**src/design/llqm_pkg.sv**
```systemverilog
// ----------------------------------------------------------------------------
// llqm_pkg
// Shared types, sizes and command codes for the linked-list queue manager.
// ----------------------------------------------------------------------------
package llqm_pkg;

   localparam int POOL_ENTRIES = 64;
   localparam int NUM_QUEUES   = 8;

   localparam int CMD_W   = 3;
   localparam int QID_W   = 3;
   localparam int ENTRY_W = $clog2(POOL_ENTRIES);
   localparam int LINK_W  = $clog2(POOL_ENTRIES + 1);
   localparam int LEN_W   = LINK_W;
   localparam int QIDX_W  = (NUM_QUEUES > 1) ? $clog2(NUM_QUEUES) : 1;

   typedef logic [LINK_W-1:0]  link_type;
   typedef logic [ENTRY_W-1:0] entry_type;
   typedef logic [QIDX_W-1:0]  qidx_type;
   typedef logic [LEN_W-1:0]   len_type;

   // end-of-list marker
   localparam link_type LINK_NONE = link_type'(POOL_ENTRIES);

   typedef enum logic [CMD_W-1:0] {
      CMD_ALLOC   = 3'd0,
      CMD_RELEASE = 3'd1,
      CMD_POP     = 3'd2,
      CMD_INSERT  = 3'd3,
      CMD_APPEND  = 3'd4,
      CMD_REMOVE  = 3'd5,
      CMD_LENGTH  = 3'd6
   } cmd_type;

   // classified command passed from front to back
   typedef struct packed {
      cmd_type   cmd;
      qidx_type  qidx;
      entry_type entry;
      logic      reject;
   } cmd_pkt_type;

   function automatic logic link_valid(link_type l);
      return l < link_type'(POOL_ENTRIES);
   endfunction

endpackage

```
**src/design/llqm_ram.sv**
```systemverilog
// ----------------------------------------------------------------------------
// llqm_ram
// Generic single-write, single-read RAM with registered read data.
// ----------------------------------------------------------------------------
module llqm_ram #(
   parameter int WIDTH = 8,
   parameter int DEPTH = 16
) (
   input  logic                     clock,
   input  logic                     wr_en,
   input  logic [$clog2(DEPTH)-1:0] wr_addr,
   input  logic [WIDTH-1:0]         wr_data,
   input  logic                     rd_en,
   input  logic [$clog2(DEPTH)-1:0] rd_addr,
   output logic [WIDTH-1:0]         rd_data
);

   logic [WIDTH-1:0] mem [DEPTH];
   logic [WIDTH-1:0] rd_data_ff;

   always_ff @(posedge clock) begin
      if (wr_en) begin
         mem[wr_addr] <= wr_data;
      end
      if (rd_en) begin
         rd_data_ff <= mem[rd_addr];
      end
   end

   assign rd_data = rd_data_ff;

endmodule

```
**src/design/llqm_front.sv**
```systemverilog
// ----------------------------------------------------------------------------
// llqm_front
// Accepts command beats, range-checks them and holds them in a two-deep queue.
// ----------------------------------------------------------------------------
module llqm_front
   import llqm_pkg::*;
(
   input  logic               clock,
   input  logic               reset,
   input  logic               req_valid,
   output logic               req_ready,
   input  logic [CMD_W-1:0]   req_command,
   input  logic [QID_W-1:0]   req_queue_id,
   input  logic [ENTRY_W-1:0] req_entry,
   output logic               pkt_valid,
   input  logic               pkt_pop,
   output cmd_pkt_type        pkt
);

   localparam int FQ_DEPTH = 2;
   localparam int FQ_AW    = $clog2(FQ_DEPTH);

   cmd_pkt_type              fq_ff [FQ_DEPTH];
   cmd_pkt_type              new_pkt;
   logic [FQ_AW-1:0]         wptr_ff, wptr_in;
   logic [FQ_AW-1:0]         rptr_ff, rptr_in;
   logic [FQ_AW:0]           count_ff, count_in;
   logic                     push;
   logic                     pop;
   logic                     q_ok;
   logic                     e_ok;
   cmd_type                  cmd;

   assign cmd  = cmd_type'(req_command);
   assign q_ok = int'(req_queue_id) < NUM_QUEUES;
   assign e_ok = int'(req_entry) < POOL_ENTRIES;

   always_comb begin
      new_pkt.cmd   = cmd;
      new_pkt.qidx  = req_queue_id[QIDX_W-1:0];
      new_pkt.entry = req_entry;
      case (cmd)
         CMD_ALLOC:   new_pkt.reject = 1'b0;
         CMD_RELEASE: new_pkt.reject = !e_ok;
         CMD_POP,
         CMD_LENGTH:  new_pkt.reject = !q_ok;
         CMD_INSERT,
         CMD_APPEND,
         CMD_REMOVE:  new_pkt.reject = !(q_ok && e_ok);
         default:     new_pkt.reject = 1'b1;
      endcase
   end

   assign req_ready = count_ff < (FQ_AW+1)'(FQ_DEPTH);
   assign push      = req_valid && req_ready;
   assign pkt_valid = count_ff != '0;
   assign pop       = pkt_pop && pkt_valid;
   assign pkt       = fq_ff[rptr_ff];

   always_comb begin
      wptr_in  = push ? wptr_ff + 1'b1 : wptr_ff;
      rptr_in  = pop  ? rptr_ff + 1'b1 : rptr_ff;
      count_in = count_ff;
      if (push && !pop) begin
         count_in = count_ff + 1'b1;
      end else if (pop && !push) begin
         count_in = count_ff - 1'b1;
      end
   end

   always_ff @(posedge clock) begin
      if (push) begin
         fq_ff[wptr_ff] <= new_pkt;
      end
      if (reset) begin
         wptr_ff  <= '0;
         rptr_ff  <= '0;
         count_ff <= '0;
      end else begin
         wptr_ff  <= wptr_in;
         rptr_ff  <= rptr_in;
         count_ff <= count_in;
      end
   end

endmodule

```
**src/design/llqm_back.sv**
```systemverilog
// ----------------------------------------------------------------------------
// llqm_back
// Executes queued commands against the link RAM and head/tail registers.
// ----------------------------------------------------------------------------
module llqm_back
   import llqm_pkg::*;
(
   input  logic               clock,
   input  logic               reset,
   input  logic               pkt_valid,
   output logic               pkt_pop,
   input  cmd_pkt_type        pkt,
   output logic               rsp_valid,
   input  logic               rsp_ready,
   output logic [ENTRY_W-1:0] rsp_entry_out,
   output logic               rsp_ok,
   output logic [LEN_W-1:0]   rsp_queue_length
);

   typedef enum logic [3:0] {
      ST_IDLE,
      ST_EXEC,
      ST_POPRD,
      ST_APP2,
      ST_RMHEAD,
      ST_WALK,
      ST_RMFIX,
      ST_RMCLR,
      ST_FIN
   } state_type;

   state_type         state_ff, state_in;
   cmd_type           cmd_ff, cmd_in;
   qidx_type          qidx_ff, qidx_in;
   entry_type         entry_ff, entry_in;
   logic              rej_ff, rej_in;
   link_type          t_ff, t_in;
   len_type           cnt_ff, cnt_in;
   link_type          free_head_ff, free_head_in;
   link_type          head_ff [NUM_QUEUES];
   link_type          head_in [NUM_QUEUES];
   link_type          tail_ff [NUM_QUEUES];
   link_type          tail_in [NUM_QUEUES];
   logic [POOL_ENTRIES-1:0] vld_ff, vld_in;
   entry_type         raddr_ff, raddr_in;
   entry_type         res_entry_ff, res_entry_in;
   logic              res_ok_ff, res_ok_in;
   len_type           res_len_ff, res_len_in;
   logic              rsp_valid_ff, rsp_valid_in;
   entry_type         rsp_entry_ff, rsp_entry_in;
   logic              rsp_ok_ff, rsp_ok_in;
   len_type           rsp_len_ff, rsp_len_in;

   logic              wr_en;
   entry_type         wr_addr;
   link_type          wr_data;
   logic              rd_en;
   entry_type         rd_addr;
   link_type          ram_rdata;
   link_type          link_rd;
   link_type          head_cur;
   link_type          tail_cur;
   link_type          e_link;

   llqm_ram #(
      .WIDTH(LINK_W),
      .DEPTH(POOL_ENTRIES)
   ) u_link_ram (
      .clock   (clock),
      .wr_en   (wr_en),
      .wr_addr (wr_addr),
      .wr_data (wr_data),
      .rd_en   (rd_en),
      .rd_addr (rd_addr),
      .rd_data (ram_rdata)
   );

   // entries never written still hold their reset chain value
   assign link_rd  = vld_ff[raddr_ff] ? ram_rdata : link_type'(raddr_ff) + link_type'(1);
   assign head_cur = head_ff[qidx_ff];
   assign tail_cur = tail_ff[qidx_ff];
   assign e_link   = link_type'(entry_ff);

   always_comb begin
      state_in     = state_ff;
      cmd_in       = cmd_ff;
      qidx_in      = qidx_ff;
      entry_in     = entry_ff;
      rej_in       = rej_ff;
      t_in         = t_ff;
      cnt_in       = cnt_ff;
      free_head_in = free_head_ff;
      head_in      = head_ff;
      tail_in      = tail_ff;
      raddr_in     = raddr_ff;
      res_entry_in = res_entry_ff;
      res_ok_in    = res_ok_ff;
      res_len_in   = res_len_ff;
      rsp_valid_in = rsp_valid_ff && !rsp_ready;
      rsp_entry_in = rsp_entry_ff;
      rsp_ok_in    = rsp_ok_ff;
      rsp_len_in   = rsp_len_ff;
      pkt_pop      = 1'b0;
      wr_en        = 1'b0;
      wr_addr      = entry_ff;
      wr_data      = LINK_NONE;
      rd_en        = 1'b0;
      rd_addr      = entry_ff;

      case (state_ff)
         ST_IDLE: begin
            if (pkt_valid) begin
               pkt_pop      = 1'b1;
               cmd_in       = pkt.cmd;
               qidx_in      = pkt.qidx;
               entry_in     = pkt.entry;
               rej_in       = pkt.reject;
               res_entry_in = '0;
               res_ok_in    = 1'b0;
               res_len_in   = '0;
               state_in     = ST_EXEC;
            end
         end

         ST_EXEC: begin
            state_in = ST_FIN;
            if (!rej_ff) begin
               case (cmd_ff)
                  CMD_ALLOC: begin
                     if (link_valid(free_head_ff)) begin
                        rd_en    = 1'b1;
                        rd_addr  = free_head_ff[ENTRY_W-1:0];
                        t_in     = free_head_ff;
                        state_in = ST_POPRD;
                     end
                  end
                  CMD_POP: begin
                     if (link_valid(head_cur)) begin
                        rd_en    = 1'b1;
                        rd_addr  = head_cur[ENTRY_W-1:0];
                        t_in     = head_cur;
                        state_in = ST_POPRD;
                     end
                  end
                  CMD_RELEASE: begin
                     wr_en        = 1'b1;
                     wr_data      = free_head_ff;
                     free_head_in = e_link;
                     res_ok_in    = 1'b1;
                  end
                  CMD_INSERT: begin
                     wr_en   = 1'b1;
                     wr_data = head_cur;
                     if (!link_valid(head_cur)) begin
                        tail_in[qidx_ff] = e_link;
                     end
                     head_in[qidx_ff] = e_link;
                     res_ok_in        = 1'b1;
                  end
                  CMD_APPEND: begin
                     wr_en            = 1'b1;
                     wr_data          = LINK_NONE;
                     tail_in[qidx_ff] = e_link;
                     res_ok_in        = 1'b1;
                     if (!link_valid(head_cur)) begin
                        head_in[qidx_ff] = e_link;
                     end else if (link_valid(tail_cur)) begin
                        // old tail still needs its link pointed at the entry
                        t_in     = tail_cur;
                        state_in = ST_APP2;
                     end
                  end
                  CMD_REMOVE: begin
                     if (e_link == head_cur) begin
                        rd_en    = 1'b1;
                        rd_addr  = entry_ff;
                        state_in = ST_RMHEAD;
                     end else if (link_valid(head_cur)) begin
                        rd_en    = 1'b1;
                        rd_addr  = head_cur[ENTRY_W-1:0];
                        t_in     = head_cur;
                        cnt_in   = '0;
                        state_in = ST_WALK;
                     end
                  end
                  CMD_LENGTH: begin
                     res_ok_in = 1'b1;
                     if (link_valid(head_cur)) begin
                        rd_en    = 1'b1;
                        rd_addr  = head_cur[ENTRY_W-1:0];
                        cnt_in   = len_type'(1);
                        state_in = ST_WALK;
                     end
                  end
                  default: begin
                     state_in = ST_FIN;
                  end
               endcase
            end
         end

         ST_POPRD: begin
            res_entry_in = t_ff[ENTRY_W-1:0];
            res_ok_in    = 1'b1;
            if (cmd_ff == CMD_ALLOC) begin
               free_head_in = link_valid(link_rd) ? link_rd : LINK_NONE;
            end else if (link_valid(link_rd)) begin
               head_in[qidx_ff] = link_rd;
            end else begin
               head_in[qidx_ff] = LINK_NONE;
               tail_in[qidx_ff] = LINK_NONE;
            end
            state_in = ST_FIN;
         end

         ST_APP2: begin
            wr_en    = 1'b1;
            wr_addr  = t_ff[ENTRY_W-1:0];
            wr_data  = e_link;
            state_in = ST_FIN;
         end

         ST_RMHEAD: begin
            if (e_link == tail_cur) begin
               head_in[qidx_ff] = LINK_NONE;
               tail_in[qidx_ff] = LINK_NONE;
            end else begin
               head_in[qidx_ff] = link_rd;
            end
            wr_en     = 1'b1;
            wr_data   = LINK_NONE;
            res_ok_in = 1'b1;
            state_in  = ST_FIN;
         end

         ST_WALK: begin
            if (cmd_ff == CMD_LENGTH) begin
               if (!link_valid(link_rd) || cnt_ff == len_type'(POOL_ENTRIES)) begin
                  res_len_in = cnt_ff;
                  state_in   = ST_FIN;
               end else begin
                  cnt_in  = cnt_ff + len_type'(1);
                  rd_en   = 1'b1;
                  rd_addr = link_rd[ENTRY_W-1:0];
               end
            end else begin
               // t_ff is the candidate predecessor, link_rd its successor
               if (link_rd == e_link) begin
                  rd_en    = 1'b1;
                  rd_addr  = entry_ff;
                  state_in = ST_RMFIX;
               end else if (cnt_ff == len_type'(POOL_ENTRIES - 1) || !link_valid(link_rd)) begin
                  state_in = ST_FIN;
               end else begin
                  cnt_in  = cnt_ff + len_type'(1);
                  t_in    = link_rd;
                  rd_en   = 1'b1;
                  rd_addr = link_rd[ENTRY_W-1:0];
               end
            end
         end

         ST_RMFIX: begin
            wr_en    = 1'b1;
            wr_addr  = t_ff[ENTRY_W-1:0];
            wr_data  = link_rd;
            state_in = ST_RMCLR;
         end

         ST_RMCLR: begin
            wr_en   = 1'b1;
            wr_data = LINK_NONE;
            if (e_link == tail_cur) begin
               tail_in[qidx_ff] = t_ff;
            end
            res_ok_in = 1'b1;
            state_in  = ST_FIN;
         end

         ST_FIN: begin
            if (!rsp_valid_ff || rsp_ready) begin
               rsp_valid_in = 1'b1;
               rsp_entry_in = res_entry_ff;
               rsp_ok_in    = res_ok_ff;
               rsp_len_in   = res_len_ff;
               state_in     = ST_IDLE;
            end
         end

         default: begin
            state_in = ST_IDLE;
         end
      endcase

      if (rd_en) begin
         raddr_in = rd_addr;
      end

      vld_in = vld_ff;
      if (wr_en) begin
         vld_in[wr_addr] = 1'b1;
      end
   end

   always_ff @(posedge clock) begin
      cmd_ff       <= cmd_in;
      qidx_ff      <= qidx_in;
      entry_ff     <= entry_in;
      rej_ff       <= rej_in;
      t_ff         <= t_in;
      cnt_ff       <= cnt_in;
      raddr_ff     <= raddr_in;
      res_entry_ff <= res_entry_in;
      res_ok_ff    <= res_ok_in;
      res_len_ff   <= res_len_in;
      rsp_entry_ff <= rsp_entry_in;
      rsp_ok_ff    <= rsp_ok_in;
      rsp_len_ff   <= rsp_len_in;
      if (reset) begin
         state_ff     <= ST_IDLE;
         free_head_ff <= '0;
         vld_ff       <= '0;
         rsp_valid_ff <= 1'b0;
         for (int i = 0; i < NUM_QUEUES; i++) begin
            head_ff[i] <= LINK_NONE;
            tail_ff[i] <= LINK_NONE;
         end
      end else begin
         state_ff     <= state_in;
         free_head_ff <= free_head_in;
         vld_ff       <= vld_in;
         rsp_valid_ff <= rsp_valid_in;
         head_ff      <= head_in;
         tail_ff      <= tail_in;
      end
   end

   assign rsp_valid        = rsp_valid_ff;
   assign rsp_entry_out    = rsp_entry_ff;
   assign rsp_ok           = rsp_ok_ff;
   assign rsp_queue_length = rsp_len_ff;

endmodule

```
**src/design/linked_list_queue_manager.sv**
```systemverilog
// ----------------------------------------------------------------------------
// linked_list_queue_manager
// Pool of entries threaded into several singly linked queues and a free list.
//
//   channel   direction  ports                                    beat
//   req       in         req_command, req_queue_id, req_entry     one command
//   rsp       out        rsp_entry_out, rsp_ok, rsp_queue_length  one result
//
// alloc and pop read the link RAM in EXEC and update the head in POPRD;
// release and insert write it in EXEC; append to a non-empty queue also
// links the old tail in APP2; FIN then loads the output register.
// length and remove walk the link RAM one link per cycle through its single
// read port. link RAM entries never written read as the reset chain through
// per-entry valid bits, so no clearing pass is run.
// a two-deep command queue takes beats while the back end works or while a
// result waits in the output register.
// ----------------------------------------------------------------------------
module linked_list_queue_manager
   import llqm_pkg::*;
(
   input  logic               clock,
   input  logic               reset,
   input  logic               req_valid,
   output logic               req_ready,
   input  logic [CMD_W-1:0]   req_command,
   input  logic [QID_W-1:0]   req_queue_id,
   input  logic [ENTRY_W-1:0] req_entry,
   output logic               rsp_valid,
   input  logic               rsp_ready,
   output logic [ENTRY_W-1:0] rsp_entry_out,
   output logic               rsp_ok,
   output logic [LEN_W-1:0]   rsp_queue_length
);

   cmd_pkt_type pkt;
   logic        pkt_valid;
   logic        pkt_pop;

   llqm_front u_front (
      .clock        (clock),
      .reset        (reset),
      .req_valid    (req_valid),
      .req_ready    (req_ready),
      .req_command  (req_command),
      .req_queue_id (req_queue_id),
      .req_entry    (req_entry),
      .pkt_valid    (pkt_valid),
      .pkt_pop      (pkt_pop),
      .pkt          (pkt)
   );

   llqm_back u_back (
      .clock            (clock),
      .reset            (reset),
      .pkt_valid        (pkt_valid),
      .pkt_pop          (pkt_pop),
      .pkt              (pkt),
      .rsp_valid        (rsp_valid),
      .rsp_ready        (rsp_ready),
      .rsp_entry_out    (rsp_entry_out),
      .rsp_ok           (rsp_ok),
      .rsp_queue_length (rsp_queue_length)
   );

endmodule

```
**config.mk**
```make
export PLATFORM = sky130hd
export DESIGN_NAME = linked_list_queue_manager
export DESIGN_NICKNAME = d
export VERILOG_FILES = /design/src/design/llqm_pkg.sv /design/src/design/llqm_ram.sv /design/src/design/llqm_front.sv /design/src/design/llqm_back.sv /design/src/design/linked_list_queue_manager.sv
export SDC_FILE = /design/constraint.sdc
export NUM_CORES = 1
export LEC_CHECK = 0
export ABC_AREA = 0
export BUFFER_PORTS_ARGS = -buffer_cell sky130_fd_sc_hd__buf_2
export CAP_MARGIN = 20
export CORE_ASPECT_RATIO = 0.9
export CORE_UTILIZATION = 55
export DETAILED_ROUTE_END_ITERATION = 10
export MAX_ROUTING_LAYER = met4
export PLACE_DENSITY = 0.74
export SYNTH_ARGS = -nofsm -noshare
export SYNTH_HDL_FRONTEND = slang
export SYNTH_SLANG_ARGS = --single-unit
```
**constraint.sdc**
```tcl
create_clock -name clock -period 5.6 [get_ports clock]
set_clock_uncertainty 0.1 [all_clocks]
set_input_delay 0.56 -clock clock [delete_from_list [all_inputs] [get_ports clock]]
set_output_delay 0.56 -clock clock [all_outputs]
set_load 0.01 [all_outputs]
```
==> results of run 1 <==
-- metal layers --
layer / vias up / track usage, %
li1: 11470 / -
met1: 12890 / 49.06
met4: 0 / 9.989
met5: - / -
met2: 1732 / 47.52
met3: 240 / 6.168
-- where the power goes --
part           leakage [nW]  internal [mW]  switching, mW
combinational          5.28           2.83           6.01
sequential             5.86           6.23          0.287
clock                  1.12           2.62           2.13
-- cells by family (layout without fill, tap and decap cells) --
family / after synthesis / after routing / synth area share (%)
AND/OR/NAND/NOR: 995 / 995 / 13.66
AO/OA/AOI/OAI: 816 / 816 / 17.17
flip-flops: 734 / 734 / 60.23
buffers and inverters: 305 / 352 / 3.802
multiplexers: 134 / 134 / 4.162
XOR/XNOR: 30 / 30 / 0.7866
adder cells (fa/ha/maj): 5 / 5 / 0.1873
other: 0 / 1 / 0
-- worst max-delay path: stages (launching register included) --
cell,delay (ns)
edfxtp_1,0.40
buf_6,0.23
mux2i_2,0.35
a22oi_1,0.19
nand4_1,0.13
nand4_1,0.24
a221oi_4,0.40
buf_4,0.23
mux2i_4,0.29
nand3_1,0.15
a311o_1,0.39
nand4_1,0.22
buf_12,0.21
buf_4,0.18
a32oi_1,0.08
a221oi_1,0.38
a311oi_1,0.10
or4_1,0.68
nor4_1,0.34
-- path summary, 6_finish.rpt --
check | start | end | slack [ns]
min reg2reg | u_back.res_entry_ff[5] | u_back.rsp_entry_out[5] | 0.32
max | u_back.raddr_ff[1] | u_back.u_link_ram.rd_data[2] | 0.08
min | req_queue_id[1] | u_front.fq_ff[0][8] | 0.02
max reg2reg | u_back.raddr_ff[1] | u_back.u_link_ram.rd_data[2] | 0.08
-- synthesized netlist by cell type (10+ instances only) --
cell type / n
and4_1: 14
xor2_1: 14
nor3_1: 30
xnor2_1: 16
dfxtp_1: 192
a31oi_1: 105
and2_1: 44
mux2i_1: 107
a22oi_1: 69
o32ai_1: 12
a21oi_1: 75
nand4_1: 12
o211ai_1: 76
a211oi_1: 65
mux2_2: 25
clkbuf_1: 180
nor2b_1: 11
inv_1: 56
edfxtp_1: 542
a32oi_1: 27
buf_1: 15
a211o_1: 10
nor2_1: 384
a311oi_1: 31
o21ai_0: 169
nand2_1: 245
o22ai_1: 12
buf_2: 37
nand2b_1: 15
and3_1: 40
a221oi_1: 84
nand3_1: 142
-- area by class of cell --
cell class	instances	share of cell area, %
antenna	1	0.006695
clock buffer	89	5.159
clock inverter	43	0.9842
inverter	59	0.5992
multi-input combinational	1980	33.06
sequential	734	53.83
tap	783	2.621
timing repair buffer	161	3.736
-- repair_timing --
item                       in CTS  in global routing
hold endpoints to repair        8                  0
setup endpoints to repair       6                  7
hold buffers                    4                  0
setup buffers                   0                  6
cloned                          0                  2
pin swaps                       0                  8
gates resized for setup         4                 31
-- per-stage QoR --
| stage | TNS, ns | instances | total power, mW | util [%] |
|---|---|---|---|---|
| final | 0 | 3850 | 20.11 | 62.42 |
| after global routing | -0.05076 | 3850 | 20.88 | 62.42 |
| after CTS | 0 | 3839 | 19.67 | 61.98 |
| after detailed placement | -0.4373 | 3703 | 14.95 | 58.05 |
| after global placement | -0.2451 | 3702 | 14.76 | 58.04 |
| after floorplan | 0 | 3019 | 11.95 | - |
==> reports/metrics.csv, run 1 <==
metric;value;unit
fin nets;3031;
Post-synth EDFFs;542;
Post-Synthesis Cells;3019;
outcome;finished, final reports clean;
largest vdd supply drop;0.0005143;V
WP data arrival;5.86;ns
initial antenna violation count;1;
# port buffers;31;
antenna-violating nets left;0;
Layout Area Growth over Synthesis;11.89;%
top post-synthesis cells by area;edfxtp_1, dfxtp_1, nor2_1;
Core Area;59880;sq um
Placer Congestion;0.9794;
max-cap violations;0;
multi-input logic area;12360;sq um
most frequent cells in the layout;edfxtp_1, nor2_1, nand2_1, dfxtp_1, o21ai_0;
hold path depth;1;
root buffer cell;clkbuf_16;
Clk pin slew, worst setup/hold paths;0.06;ns
Most used DFF post-synth;edfxtp_1;
first-pass GRT wire length;152.1;mm
worst min path class;input port to flop;
Reg2Reg Depth;18;
initial DRC count;4018;
pwr dens;538.0;nW/um^2
fillcell total;4601;
vias in the first global route;24460;
share of the synthesized area in the top cell type;48.72;%
routed len/inst;26.40;um
Max Buffers Root-to-Sink;3;
die area;61720;sq um
Final Slew Violations;0;
CTS Buf Count;74;
clock sinks;734;
Initial Utilization;55.79;%
Post-DP HPWL;66.16;mm
via count;26330;
count of different cell masters after synthesis;92;
Mean Syn Cell Area;11.06;sq um
Cell Area, Synth;33400;sq um
I/O Pins;32;
Via density;6.839;
top sig layer;met4;
fmax;0.1813;GHz
H-tree depth;3;
GRT Total Usage;33.55;%
FF+latch area;20120;sq um
Slew Limit Headroom;20.24;%
Setup crit end kind;flop;
DR pass1 iterations;8;
leakage;12.26;nW
Critical Path RT;5.95;ns
final setup violating endpoints;0;
cell taking the most area after synthesis;edfxtp_1;
Finished Cell Area;37380;sq um
setup ws final;0.08357;ns
met3 wire len;11.40;mm
DRC Markers;0;
yosys warns;0;
GR Overflow Total;0;
met2 routed WL;44.63;mm
Die X-Extent;261.8;um
measured slew at the worst slew-check pin;1.192;ns
wire length on met1;42.62;mm
Mapped Nets;3040;
number of synthesized register bits;734;
Worst Setup Start Kind;flop;
period utilisation layout;98.51;%
TritonCTS clock tree;yes;
DP Area;34760;sq um
fin crit period;5.516;ns
Skew-Pair Late Insertion Delay;0.64;ns
hold_ws;0.02302;ns
most common cell after layout, fill and taps aside;edfxtp_1;
final wirelength;101.6;mm
sequential share of the synthesized area;60.23;%
post-synthesis async set-or-reset flop share;0;%
row count;85;
die height;235.8;um
CP Max Fanout;21;
layout cells sized above 1;11.58;%
largest net degree at the start of global routing;116;
Crit Path Class;flop to flop;
Hold Fails Final Rpt;0;
Place WS;-0.1274;ns
(Power assumes the default switching activity.)
==> run 2: changes to the inputs <==
--- a/config.mk
+++ b/config.mk
@@ -13,6 +13,7 @@
 export DETAILED_ROUTE_END_ITERATION = 10
 export MAX_ROUTING_LAYER = met4
 export PLACE_DENSITY = 0.74
+export RECOVER_POWER = 50
 export SYNTH_ARGS = -nofsm -noshare
 export SYNTH_HDL_FRONTEND = slang
 export SYNTH_SLANG_ARGS = --single-unit
==> run 2 against run 1 <==
First-iteration DRC count increased by 0.90%. Design area decreased by 0.30%. Setup slack got worse by 0.014 ns. The flow now finishes with violations (max-capacitance violations, max-slew violations). Core utilization decreased by 0.19 points. Sequential cell count unchanged. Largest cell class unchanged. Highest routed layer unchanged. Global-route usage unchanged. Non-clock buffer count unchanged. Final cell count unchanged. Combinational power about the same. Total power decreased by 0.13%. Critical path depth unchanged. Sequential power about the same.
==> reports/metrics.csv, run 2 (same netlist as run 1, synthesis figures left out) <==
metric;value;unit
outcome;finished, violations left;
violated checks;max-capacitance violations, max-slew violations;
Min-Delay Endpoint;u_front.fq_ff[1][3];
Post-Place Cells;3703;
largest vdd supply drop;0.0005159;V
setup ws final;0.06961;ns
hold_ws;0.03534;ns
clock sinks;734;
I/O Pins;32;
# port buffers;31;
DR pass1 iterations;5;
routed len/inst;26.50;um
final non-filler cell total;3850;
Reg2Reg Depth;18;
CP Max Fanout;21;
worst r2r src;u_back.raddr_ff[1];
measured slew at the worst slew-check pin;3.498;ns
row count;85;
Layout Area Growth over Synthesis;11.56;%
slowest stage cell, crit path;or4_1;
initial DRC count;4054;
fmax;0.1808;GHz
Slew Limit Headroom;-133.2;%
Initial Utilization;55.79;%
Crit. Startpoint;u_back.raddr_ff[1];
layout cells sized above 1;10.18;%
most frequent cells in the layout;edfxtp_1, nor2_1, nand2_1, dfxtp_1, o21ai_0;
WP buf/inv;4;
family with the most delay on the worst path;simple AND/OR/NAND/NOR gates;
DRC Markers;0;
Setup crit end kind;flop;
Reg2Reg Setup Slack;0.07;ns
antenna-violating nets left;0;
Place WS;-0.1274;ns
vias in the first global route;24460;
clock power share;23.7;%
leakage;12.13;nW
fin nets;3031;
fin crit period;5.530;ns
WP data arrival;5.88;ns
Finished Cell Area;37260;sq um
Sw Ratio;41.96;%
Skew-Pair Late Insertion Delay;0.64;ns
r2r endpoint;u_back.u_link_ram.rd_data[2];
CTS Buf Count;74;
DP Area;34760;sq um
GRT Total Usage;33.55;%
Clk pin slew, worst setup/hold paths;0.06;ns
Core Area;59880;sq um
initial antenna violation count;1;
Placer Congestion;0.9794;
GR Overflow Total;0;
Gate power share;43.9;%
Post-DP HPWL;66.16;mm
delay of the slowest cell on the worst path;0.67;ns
Crit Path Class;flop to flop;
Critical Path Most Common Cell;nand4_1;
WP depth;18;
Critical Path RT;5.95;ns
Worst Setup Start Kind;flop;
Final Slew Violations;283;
Max Buffers Root-to-Sink;3;
max-cap violations;4;
net switching power;8.428;mW
hold path depth;1;
Die X-Extent;261.8;um
period utilisation layout;98.76;%
pwr dens;538.9;nW/um^2
largest net degree at the start of global routing;116;
via count;26320;
Pint;11.66;mW
worst min path class;input port to flop;
final wirelength;102.0;mm
Via density;6.837;
final setup violating endpoints;0;
cells along the critical path;buf_6 > mux2i_2 > a22oi_1 > nand4_1 > nand4_1 > a221oi_4 > buf_4 > mux2i_4 > nand3_1 > a311o_1 > nand4_1 > buf_12 > buf_4 > a32oi_1 > a221oi_1 > a311oi_1 > or4_1 > nor4_1;
hold_sp;req_entry[2];
TritonCTS clock tree;yes;
Hold Fails Final Rpt;0;
H-tree depth;3;
die height;235.8;um
first-pass GRT wire length;152.1;mm
most common cell after layout, fill and taps aside;edfxtp_1;
Seq pwr share;32.5;%
root buffer cell;clkbuf_16;
die area;61720;sq um
run 2: changes by cell type in the layout (fill, tap and decap cells not counted), moves of 2 or more:
cell and delta:
and2_0 +3, and2_1 -3, buf_2 -25, buf_4 -13
buf_6 -2, clkbuf_1 +38, mux2_1 +2, mux2_2 -2
run 2: repair_timing:
action,CTS,global route
setup buffers,0,6
hold buffers,4,0
endpoints found under the hold margin,8,0
pin swaps,0,8
gates resized for setup,4,31
endpoints found under the setup margin,6,7
gates cloned,0,2
run 2: metrics by stage:
stage | TNS, ns | power (mW) | util, %
floorplan | 0 | 11.95 | -
global placement | -0.2451 | 14.76 | 58.04
detailed placement | -0.4373 | 14.95 | 58.05
CTS | 0 | 19.67 | 61.98
global route | -0.05086 | 20.85 | 62.23
finish | 0 | 20.08 | 62.23
run 2: final cells by class:
type | count | area (sq um)
antenna | 1 | 2.502
fill | 4640 | 22610
tap | 783 | 979.7
clock inverter | 43 | 367.9
inverter | 59 | 224.0
sequential | 734 | 20120
timing repair buffer | 161 | 1303
clock buffer | 89 | 1928
multi-input combinational | 1980 | 12340
run 2: per-layer routing:
layer | global-route usage, % | vias up | wire length [um]
li1 | - | 11460 | -
met3 | 6.168 | 224 | 11410
met1 | 49.06 | 12930 | 42890
met4 | 9.989 | 0 | 2979
met5 | - | - | 0
met2 | 47.52 | 1712 | 44740
run 2: power by group through the flow:
stage	Sequential (mW)	Combinational (mW)	Clock (mW)
after floorplan	6.45	5.51	0
after global placement	6.60	8.16	0
after detailed placement	6.62	8.33	0
after CTS	6.51	8.39	4.77
after global routing	6.55	9.30	5.00
final	6.52	8.81	4.75
run 2: worst max-delay path by stage:
stage / to / slack, ns
CTS: u_back.u_link_ram.rd_data[1] / 0.003
detailed placement: u_back.u_link_ram.rd_data[6] / -0.13
global route: u_back.u_link_ram.rd_data[1] / -0.03
floorplan: u_back.u_link_ram.mem[0][1] / 0.12
finish: u_back.u_link_ram.rd_data[2] / 0.07
global placement: u_back.u_link_ram.rd_data[6] / -0.1
run 2: worst register-to-register path, stage by stage, from the launching register on:
cell and delay, ns:
edfxtp_1 0.40, buf_6 0.22, mux2i_2 0.36, a22oi_1 0.19, nand4_1 0.13, nand4_1 0.24
a221oi_4 0.40, buf_4 0.23, mux2i_4 0.31, nand3_1 0.16, a311o_1 0.39, nand4_1 0.23
buf_12 0.21, buf_4 0.19, a32oi_1 0.08, a221oi_1 0.39, a311oi_1 0.10, or4_1 0.67
nor4_1 0.34
